### config.mk
export PLATFORM = sky130hd
export DESIGN_NAME = hpd_cfg
export DESIGN_NICKNAME = d
export VERILOG_FILES = /design/src/hw/rtl/hpd_pkg.sv /design/src/hw/rtl/hpd_cfg.sv
export SDC_FILE = /design/constraint.sdc
export NUM_CORES = 1
export LEC_CHECK = 0
export ABC_AREA = 0
export BUFFER_PORTS_ARGS = -buffer_cell sky130_fd_sc_hd__buf_2
export CAP_MARGIN = 10
export CORE_MARGIN = 5
export CORE_UTILIZATION = 46
export CTS_CLUSTER_DIAMETER = 120
export DETAILED_ROUTE_END_ITERATION = 8
export PLACE_DENSITY = 0.77
export SLEW_MARGIN = 20
export SYNTH_ARGS = -nofsm -noshare
export SYNTH_HDL_FRONTEND = slang
export SYNTH_SLANG_ARGS = --single-unit
### constraint.sdc
create_clock -name clk -period 1.7 [get_ports clk]
set_input_delay 0.34 -clock clk [delete_from_list [all_inputs] [get_ports clk]]
set_output_delay 0.34 -clock clk [all_outputs]
set_load 0.01 [all_outputs]
### src/hw/rtl/hpd_pkg.sv
// shared types, constants and register codes of the heading pd turn controller
package hpd_pkg;

  localparam int AddrW = 5;

  // angle wrap bounds, hundredths of a degree
  localparam logic signed [17:0] AngleFull  = 18'sd36000;
  localparam logic signed [17:0] AngleHalf  = 18'sd18000;
  localparam logic signed [17:0] AngleHalf3 = 18'sd54000;

  // settle timer
  localparam logic [17:0] TickMs   = 18'd20;
  localparam logic [17:0] TimerMax = 18'd131071;

  // register reset values
  localparam logic [15:0] RstTarget = 16'd0;
  localparam logic [14:0] RstTol    = 15'd100;
  localparam logic [15:0] RstWait   = 16'd500;
  localparam logic [15:0] RstKp     = 16'd128;
  localparam logic [15:0] RstKd     = 16'd128;

  typedef enum logic [2:0] {
    REG_TARGET = 3'd0,
    REG_TOL    = 3'd1,
    REG_WAIT   = 3'd2,
    REG_KP     = 3'd3,
    REG_KD     = 3'd4
  } hpd_reg_t;

  typedef struct packed {
    logic [15:0] target_heading;
    logic [14:0] tolerance;
    logic [15:0] settle_wait_ms;
    logic [15:0] prop_gain;
    logic [15:0] deriv_gain;
  } hpd_cfg_t;

  typedef struct packed {
    logic signed [15:0] err;
    logic signed [16:0] diff;
    logic               settle;
  } hpd_err_t;

  typedef struct packed {
    logic ld_err;
    logic ld_prod;
    logic ld_out;
  } hpd_adv_t;

endpackage

### src/hw/rtl/hpd_cfg.sv
// apb register file holding target, tolerance, wait time and gains
module hpd_cfg (
  input  logic                      clk,
  input  logic                      rst_n,
  input  logic                      psel,
  input  logic                      penable,
  input  logic                      pwrite,
  input  logic [hpd_pkg::AddrW-1:0] paddr,
  input  logic [31:0]               pwdata,
  output logic [31:0]               prdata,
  output logic                      pready,
  output hpd_pkg::hpd_cfg_t         cfg
);
  import hpd_pkg::*;

  hpd_cfg_t cfg_r, cfg_nxt;
  hpd_reg_t sel;
  logic     wr;

  assign sel    = hpd_reg_t'(paddr[AddrW-1:2]);
  assign wr     = psel & penable & pwrite;
  assign pready = 1'b1;
  assign cfg    = cfg_r;

  always_comb begin
    cfg_nxt = cfg_r;
    if (wr) begin
      unique case (sel)
        REG_TARGET: cfg_nxt.target_heading = pwdata[15:0];
        REG_TOL:    cfg_nxt.tolerance      = pwdata[14:0];
        REG_WAIT:   cfg_nxt.settle_wait_ms = pwdata[15:0];
        REG_KP:     cfg_nxt.prop_gain      = pwdata[15:0];
        REG_KD:     cfg_nxt.deriv_gain     = pwdata[15:0];
        default:    ;
      endcase
    end
  end

  always_comb begin
    unique case (sel)
      REG_TARGET: prdata = 32'(cfg_r.target_heading);
      REG_TOL:    prdata = 32'(cfg_r.tolerance);
      REG_WAIT:   prdata = 32'(cfg_r.settle_wait_ms);
      REG_KP:     prdata = 32'(cfg_r.prop_gain);
      REG_KD:     prdata = 32'(cfg_r.deriv_gain);
      default:    prdata = 32'd0;
    endcase
  end

  always_ff @(posedge clk) begin
    if (!rst_n) begin
      cfg_r.target_heading <= RstTarget;
      cfg_r.tolerance      <= RstTol;
      cfg_r.settle_wait_ms <= RstWait;
      cfg_r.prop_gain      <= RstKp;
      cfg_r.deriv_gain     <= RstKd;
    end else begin
      cfg_r <= cfg_nxt;
    end
  end

endmodule

==> impl_results.md <==
* Hold Buf Count CTS at 0
* Register Area at ~1600 um2
* CTS tree: done
* Worst Setup End Kind: output pin
* Finished Cell Area at roughly 5000 um2
* HP Class: input pin to register
* Maximum fanout along the worst path at 8
* Yosys cell types at 30
* Yosys warning total at 0
* Clock Tree Root: clkbuf_8
* Slowest-stage cell, CP: mux2_2
* Ports at 154
* Minimum clock period at between 1.5 and 2 ns
* Reg-to-reg endpoint: cfg[29]
* Total CTS buffers at 9
* Reg clk slew, reported paths at approximately 0.080 ns
* Share of layout cells above drive strength 1 at 0.441
* Largest net degree at the start of global routing at 69
* Footprint of the multi-input gates at ~2000 um2
* Place WS at -0.154 ns
* Power, Total at approximately 3.8 mW
* FP Rows at 33
* Largest stage delay on the critical path at roughly 0.34 ns
* Final Skew at 0 ns
* Setup violators final at 0
* Outcome: finished clean
* # clock sinks at 79
* Drt pass-1 iters at 4
* PortBufs at roughly 120
* Hold depth at 3
* Crit path cell chain: buf_6, buf_12, mux2_2, a22oi_1, o22ai_1, buf_2
* Leakage at ~2.3 nW
* R2R depth at 3
* Hold Fails Final Rpt at 0
* CTS H-tree lvls at 3
* Initial Util at 0.467
* Wire length per cell at 17.7 um
* Fin Setup TNS at 0 ns
* Clk_lat worst skew at roughly 0.34 ns
* CORE AREA at about 8100 um2
* Antenna violations before repair at 0
* Vias per cell at 5.31
* Req. time, crit path at between 1 and 1.5 ns
* GRT Residual Overflow at 0
* Die span in x at roughly 100 um
* Maximum clock frequency at just under 0.6 GHz
* Fin crit share at 0.996
* GPL Wtd Cong at slightly below 0.8
* Fin cells at between 600 and 700
* Hold endpoint: cfg[34]
* Worst setup margin at 0.00710 ns
* Post-DP HPWL at 7870 um
* Unrepaired setup endpoints after global routing: true
* First-pass GRT wire length at between 15000 and 20000 um
* Fillcell total at 705
* Drc violations at 0
* Reg2Reg Setup Slack at 0.96 ns
* Antenna-violating nets left at 0
* Synth Area per Inst at between 9 and 10 um2
* Register area share after synthesis at 0.419
* Total inserted antenna cells at 0
* Final #Nets at 574
* GRT Total Usage at 0.219
* Cell Area, Synth at 3780 um2
* Synthesis-to-finish area growth at 32.5%
* Inst Count DP at approximately 610
* Iter 0 DRT Violations at 165
* Worst VDD drop at about 0.00044 V
* Die Area at approximately 10000 um2
* PwrDens at 762 nW/um2
* Critical R2R Launch: cfg[29]
* Gate Count Post-Synth at between 300 and 400
* Critical Path Source Type: input pin
* Max Cap Viol at 0
* Placed inst area at between 4000 and 5000 um2
* Routed wire length at around 11000 um
* Worst EP arrival at approximately 1.4 ns
* WS Path Type: input pin to output pin
* Slew Viols, Final at 0
* Die H at 101 um
* Post-synthesis sequential element count at 79
* Clock buffer depth at 2
* Max FFs per register at between 70 and 80
* Vias in the first global route at 3348
* Via count at between 3000 and 4000
* Hold Startpoint: pwdata[2]
synthesized netlist by cell type, drive strengths merged:
master,instances,share of area
nand2,84,0.083
mux2i,80,0.21
dfxtp,79,0.42
buf,36,0.073
a22oi,28,0.056
nor2b,16,0.026
mux2,14,0.042
o22ai,14,0.023
clkbuf,13,0.013
nand4b,3,0.011
conb,2,0.0020
inv,2,0.0020
nor3,2,0.0086
nor3b,2,0.0053
o211ai,2,0.0040
a32oi,1,0.0023
and3,1,0.0017
and4b,1,0.0026
nand3b,1,0.0020
nand4,1,0.0033
nor2,1,0.00099
o21a,1,0.0020
o21ai,1,0.0013
o2bb2ai,1,0.0023
o31ai,1,0.0020
worst max-delay path, delay by kind of cell:
kind	cells	cell delay, ns
mux	1	0.34
compound gates	2	0.24
buf+inv	3	0.43
repair_timing:
item                       CTS  global route
buffers inserted             0            11
setup endpoints to repair   15            14
pin swaps                    1            14
resized for setup            9            32
gates cloned                 1             0
hold endpoints to repair     0             0
logic make-up after synthesis:
kind of cell | synth area share
other | 0.00199
buffers and inverters | 0.0877
AND/OR/NAND/NOR | 0.145
flip-flops | 0.419
multiplexers | 0.254
AO/OA/AOI/OAI | 0.0927
report_power, final:
group | internal (mW) | total (mW) | switching [mW] | leakage, nW
Combinational | 0.154 | 0.383 | 0.229 | 1.49
Sequential | 1.86 | 1.87 | 0.0111 | 0.646
Clock | 0.907 | 1.56 | 0.648 | 0.114
worst max path at each step:
stage                  to      from  cells after the start
6_report       prdata[11]  paddr[2]                      6
3_3_place_gp    prdata[4]  paddr[2]                      6
5_1_grt         prdata[4]   cfg[20]                      4
3_5_place_dp    prdata[1]  paddr[2]                      6
4_1_cts        prdata[11]   cfg[27]                      4
2_1_floorplan   prdata[0]  paddr[2]                      6
cell type report:
class / instances / share of cell area
inverters: 2 / 0.00150
clock buffers: 13 / 0.0317
repair buffers: 168 / 0.207
flip-flops and latches: 79 / 0.322
clock inverters: 3 / 0.0130
multi-input cells: 272 / 0.398
well taps: 105 / 0.0262
routing by layer:
| layer | share of wire | vias up | GRT usage |
|---|---|---|---|
| met5 | 0 | - | 0 |
| li1 | - | 1598 | - |
| met3 | 0.090 | 16 | 0.0616 |
| met4 | 0.020 | 0 | 0.0933 |
| met2 | 0.49 | 148 | 0.355 |
| met1 | 0.40 | 1646 | 0.273 |
cells in the final DEF (no fill, tap or decap), types with 2 or more instances in the layout:
cell	instances
o211ai_1	2
dfxtp_2	24
nor3b_2	2
nor3_4	2
mux2i_1	80
nand2_1	84
dfxtp_1	55
buf_4	44
inv_1	2
conb_1	17
buf_2	117
buf_12	5
bufinv_16	2
mux2_2	12
nor2b_1	14
buf_6	2
o22ai_1	13
a22oi_2	7
clkbuf_1	2
mux2_4	2
nand4b_1	2
a22oi_1	21
clkbuf_8	11
per-stage QoR:
step	utilization	hold slack, ns
finish	0.619	0.281
global placement	0.567	0.453
CTS	0.599	0.261
detailed placement	0.567	0.463
floorplan	-	0.487
global route	0.619	0.275
(Power assumes the default switching activity.)
