`config.mk`:
```
export PLATFORM = sky130hd
export DESIGN_NAME = hpd_err
export DESIGN_NICKNAME = d
export VERILOG_FILES = /design/src/hw/rtl/hpd_pkg.sv /design/src/hw/rtl/hpd_err.sv
export SDC_FILE = /design/constraint.sdc
export NUM_CORES = 1
export LEC_CHECK = 0
export BUFFER_PORTS_ARGS = -buffer_cell sky130_fd_sc_hd__buf_2
export CAP_MARGIN = 0
export CELL_PAD_IN_SITES_DETAIL_PLACEMENT = 2
export CELL_PAD_IN_SITES_GLOBAL_PLACEMENT = 2
export CORE_UTILIZATION = 36
export DETAILED_ROUTE_END_ITERATION = 7
export GPL_ROUTABILITY_DRIVEN = 0
export PLACE_DENSITY_LB_ADDON = 0.25
export SLEW_MARGIN = 10
export SYNTH_ARGS = -nofsm -noshare
export SYNTH_HDL_FRONTEND = slang
export SYNTH_SLANG_ARGS = --single-unit
```
`constraint.sdc`:
```
create_clock -name clk -period 15.7 [get_ports clk]
set_input_delay 1.57 -clock clk [delete_from_list [all_inputs] [get_ports clk]]
set_output_delay 1.57 -clock clk [all_outputs]
set_load 0.01 [all_outputs]
```
`src/hw/rtl/hpd_pkg.sv`:
```
// shared types, constants and register codes of the heading pd turn controller
package hpd_pkg;

  localparam int AddrW = 5;

  // angle wrap bounds, hundredths of a degree
  localparam logic signed [17:0] AngleFull  = 18'sd36000;
  localparam logic signed [17:0] AngleHalf  = 18'sd18000;
  localparam logic signed [17:0] AngleHalf3 = 18'sd54000;

  // settle timer
  localparam logic [17:0] TickMs   = 18'd20;
  localparam logic [17:0] TimerMax = 18'd131071;

  // register reset values
  localparam logic [15:0] RstTarget = 16'd0;
  localparam logic [14:0] RstTol    = 15'd100;
  localparam logic [15:0] RstWait   = 16'd500;
  localparam logic [15:0] RstKp     = 16'd128;
  localparam logic [15:0] RstKd     = 16'd128;

  typedef enum logic [2:0] {
    REG_TARGET = 3'd0,
    REG_TOL    = 3'd1,
    REG_WAIT   = 3'd2,
    REG_KP     = 3'd3,
    REG_KD     = 3'd4
  } hpd_reg_t;

  typedef struct packed {
    logic [15:0] target_heading;
    logic [14:0] tolerance;
    logic [15:0] settle_wait_ms;
    logic [15:0] prop_gain;
    logic [15:0] deriv_gain;
  } hpd_cfg_t;

  typedef struct packed {
    logic signed [15:0] err;
    logic signed [16:0] diff;
    logic               settle;
  } hpd_err_t;

  typedef struct packed {
    logic ld_err;
    logic ld_prod;
    logic ld_out;
  } hpd_adv_t;

endpackage

```
`src/hw/rtl/hpd_err.sv`:
```
// angle wrap, error difference and settle state update
module hpd_err (
  input  logic              clk,
  input  logic              rst_n,
  input  logic              ld,
  input  logic [15:0]       heading,
  input  logic              start_req,
  input  hpd_pkg::hpd_cfg_t cfg,
  output hpd_pkg::hpd_err_t stg
);
  import hpd_pkg::*;

  logic signed [15:0] prev_err_r, prev_err_nxt;
  logic [16:0]        timer_r, timer_nxt;
  logic               done_r, done_nxt;
  hpd_err_t           stg_r, stg_nxt;

  logic signed [17:0] d, wrapped;
  logic signed [15:0] err, prev_eff, neg_err;
  logic [16:0]        timer_eff, timer_upd;
  logic [17:0]        timer_sum;
  logic [14:0]        mag;
  logic               done_eff, in_tol, done_new;

  assign stg = stg_r;

  always_comb begin
    d = $signed({2'b00, cfg.target_heading}) - $signed({2'b00, heading});
    // bring the difference into -18000..17999
    if (d >= AngleHalf3)       wrapped = d - AngleFull - AngleFull;
    else if (d >= AngleHalf)   wrapped = d - AngleFull;
    else if (d >= -AngleHalf)  wrapped = d;
    else if (d >= -AngleHalf3) wrapped = d + AngleFull;
    else                       wrapped = d + AngleFull + AngleFull;
    err = wrapped[15:0];

    // start request clears state before this word
    prev_eff  = start_req ? 16'sd0 : prev_err_r;
    timer_eff = start_req ? 17'd0 : timer_r;
    done_eff  = start_req ? 1'b0 : done_r;

    neg_err = -err;
    mag     = err[15] ? neg_err[14:0] : err[14:0];
    in_tol  = mag < cfg.tolerance;

    timer_sum = {1'b0, timer_eff} + TickMs;
    if (!in_tol)                   timer_upd = timer_eff;
    else if (timer_sum > TimerMax) timer_upd = TimerMax[16:0];
    else                           timer_upd = timer_sum[16:0];
    done_new = timer_upd > {1'b0, cfg.settle_wait_ms};

    stg_nxt.err  = err;
    stg_nxt.diff = $signed({err[15], err}) - $signed({prev_eff[15], prev_eff});
    if (done_eff) begin
      prev_err_nxt   = prev_eff;
      timer_nxt      = timer_eff;
      done_nxt       = 1'b1;
      stg_nxt.settle = 1'b1;
    end else begin
      prev_err_nxt   = err;
      timer_nxt      = timer_upd;
      done_nxt       = done_new;
      stg_nxt.settle = done_new;
    end
  end

  always_ff @(posedge clk) begin
    if (!rst_n) begin
      prev_err_r <= '0;
      timer_r    <= '0;
      done_r     <= 1'b0;
    end else if (ld) begin
      prev_err_r <= prev_err_nxt;
      timer_r    <= timer_nxt;
      done_r     <= done_nxt;
    end
  end

  always_ff @(posedge clk) begin
    if (ld) begin
      stg_r <= stg_nxt;
    end
  end

endmodule

```
==> impl_metrics.csv <==
group,metric,value,unit
floorplan,die_w,144.5,µm
detailed_routing,viasPerCell,5.766,
grt,grt_pass1_wl,40260,µm
cells_and_area,area_delta_synth_final,14.34,%
detailed_routing,first_iter_violations,283,
timing,fmax,85.42,MHz
hold_path,worstHoldStart,"timer_r[1]",
setup_path,slowest_stage,"nor3_1",
clock_network,clkTransAtPathRegs,0.06,ns
setup_path,worst_setup_path_start_kind,"primary input",
setup_path,cp.arrival,11.80,ns
cells_and_area,nets,1185,
power,leakagePower,3.668,nW
timing,setup_tns,0,ns
timing,min_period,11.71,ns
job,cap_viol_max_count,0,
setup_path,regToRegStartpoint,"timer_r[9]",
grt,grt_use_total,24.64,%
synthesis,synth_edf_count,34,
floorplan,coreArea,19650,µm²
timing,rsz0062_at_grt,"no",
placed_design,dp_hpwl,18510,µm
grt,grt_pass1_vias,7771,
clock_network,postCtsResizedCells,0,
synthesis,ys_seq_elements,68,
detailed_routing,wl_per_cell,19.34,µm
hold_path,holdCritPathClass,"flop to flop",
run_status,status,"completed",
timing,final.period_utilization,74.57,%
setup_path,cp-startpoint,"heading[2]",
synthesis,synth.distinct_cells,87,
detailed_routing,vias,7369,
detailed_routing,wl,24710,µm
synthesis,yosys.area.top_type,"edfxtp_1",
setup_path,critPathMaxStageDelay,0.89,ns
placed_design,port_buffers,100,
grt,grt_max_degree,39,
timing,worst_slew_pin_slew,1.082,ns
synthesis,syn_avg_cell_area,7.885,µm²
timing,relSlewSlack,27.30,%
setup_path,worst_setup_path_end_kind,"flop",
synthesis,synthTopCellsByCount,"nand2_1, inv_1, ha_1",
grt,antenna_found_initial,0,
timing,setup_viol,0,
synthesis,ys_warn_count,0,
cells_and_area,antenna_cells,0,
timing,hold_slack,0.4783,ns
synthesis,synth_area_leaders,"edfxtp_1, ha_1, dfxtp_1",
clock_network,cts_tree,"built",
setup_path,crit_type,"primary input to flop",
timing,hold_viol,0,
clock_network,htree_levels,3,
synthesis,yosysMostFrequentCell,"nand2_1",
timing,maxSlewViolCount,0,
clock_network,cts_setup_buffers,0,
floorplan,placementRows,51,
synthesis,synth_flop_cell,"edfxtp_1",
grt,overflow,0,
floorplan,initial_core_util,37.19,%
setup_path,critPathMaxFanout,16,
synthesis,yosysTopAreaCellShare,13.97,%
floorplan,die-area,20880,µm²
detailed_routing,drc_errors,0,
floorplan,pin_count,133,
timing,clock_skew,0.01014,ns
setup_path,crit_required,15.79,ns
floorplan,fp.dieH,144.5,µm
synthesis,ys_seq_area_share,23.28,%
power,power.density,140.5,nW/µm²
synthesis,async_flop_share,0,%
clock_network,root_buffer,"clkbuf_16",
detailed_routing,ant_nets,0,
detailed_routing,drtPass1Iterations,4,
clock_network,clkLatencyLatePin,0.34,ns
cells_and_area,drive_above_1_share,15.89,%
synthesis,synthesis.nets,1104,
power,ir_drop,0.00005449,V
synthesis,synth.cell_area,7310,µm²
clock_network,clkSinkCount,68,
synthesis,synth_cells,927,
clock_network,clockBufferDepth,2,
clock_network,hold_buffers,0,
clock_network,numCtsBuffers,9,
worst max-delay path: cells and delay by family:
family / cells / cell delay [ns]
adders and majority gates: 4 / 1.15
AOI/OAI and AO/OA: 20 / 4.33
buffers and inverters: 4 / 0.61
xor gates and xnor gates: 1 / 0.16
and+or+nand+nor: 10 / 3.96
state kept, by name (all words and copies together) (netlist names):
| register | cells |
|---|---|
| done_r | 1 |
| timer_r | 17 |
| stg | 34 |
| prev_err_r | 16 |
kinds of logic after synthesis:
| group | after synthesis | synth area share [%] |
|---|---|---|
| fa+ha+maj | 78 | 13.56 |
| buf+inv | 121 | 6.488 |
| xor+xnor | 55 | 6.693 |
| simple gates | 324 | 21.47 |
| compound gates | 270 | 26.98 |
| mux | 11 | 1.541 |
| flops | 68 | 23.28 |
metal layers:
metal	vias up	track usage (%)	part of all wire, %
met5	-	0	0
met4	0	7.590	1.9
li1	3548	-	-
met1	3660	31.19	46
met2	128	43.70	49
met3	33	2.450	2.7
layout by cell type, fill, tap and decap left out, types with 31 or more instances in the layout:
cell type	netlist	layout
o21ai_0	51	51
xnor2_1	47	47
nor3_1	31	31
inv_1	78	78
buf_2	10	100
edfxtp_1	34	34
nand2_1	104	104
nor2_1	71	71
dfxtp_1	34	34
a21oi_1	41	41
ha_1	76	76
layout make-up:
| class | count | area [µm²] |
|---|---|---|
| Timing Repair Buffer | 111 | 583.1 |
| Tap cell | 265 | 331.6 |
| Multi-Input combinational cell | 738 | 5134 |
| Clock buffer | 9 | 225.2 |
| Clock inverter | 7 | 82.58 |
| Inverter | 80 | 300.3 |
| Fill cell | 2356 | 11300 |
| Sequential cell | 68 | 1702 |
path summary, 6_finish.rpt:
check / slack, ns / cells past startpoint / endpoint
max: 3.99 / 39 / stg[0]
min: 0.48 / 2 / timer_r[1]
max reg2reg: 10.89 / 20 / stg[0]
min reg2reg: 0.48 / 2 / timer_r[1]
stage by stage:
step	utilization [%]	std cells	setup WS, ns	cell area, µm²	total power (W)
2_1_floorplan	-	927	6.014	7310	0.0007452
3_3_place_gp	40.96	1262	3.967	8050	0.0009046
3_5_place_dp	40.96	1262	3.679	8050	0.0009457
6_report	42.53	1278	3.993	8358	0.001174
4_1_cts	42.53	1278	4.013	8358	0.001180
5_1_grt	42.53	1278	3.107	8358	0.001263
report_power, final:
part / switching, W / leakage (nW) / internal (W)
Combinational: 0.000433 / 2.91 / 0.000266
Clock: 0.0000893 / 0.151 / 0.000125
Sequential: 0.0000154 / 0.611 / 0.000245
Power figures use the tool's default switching activity.
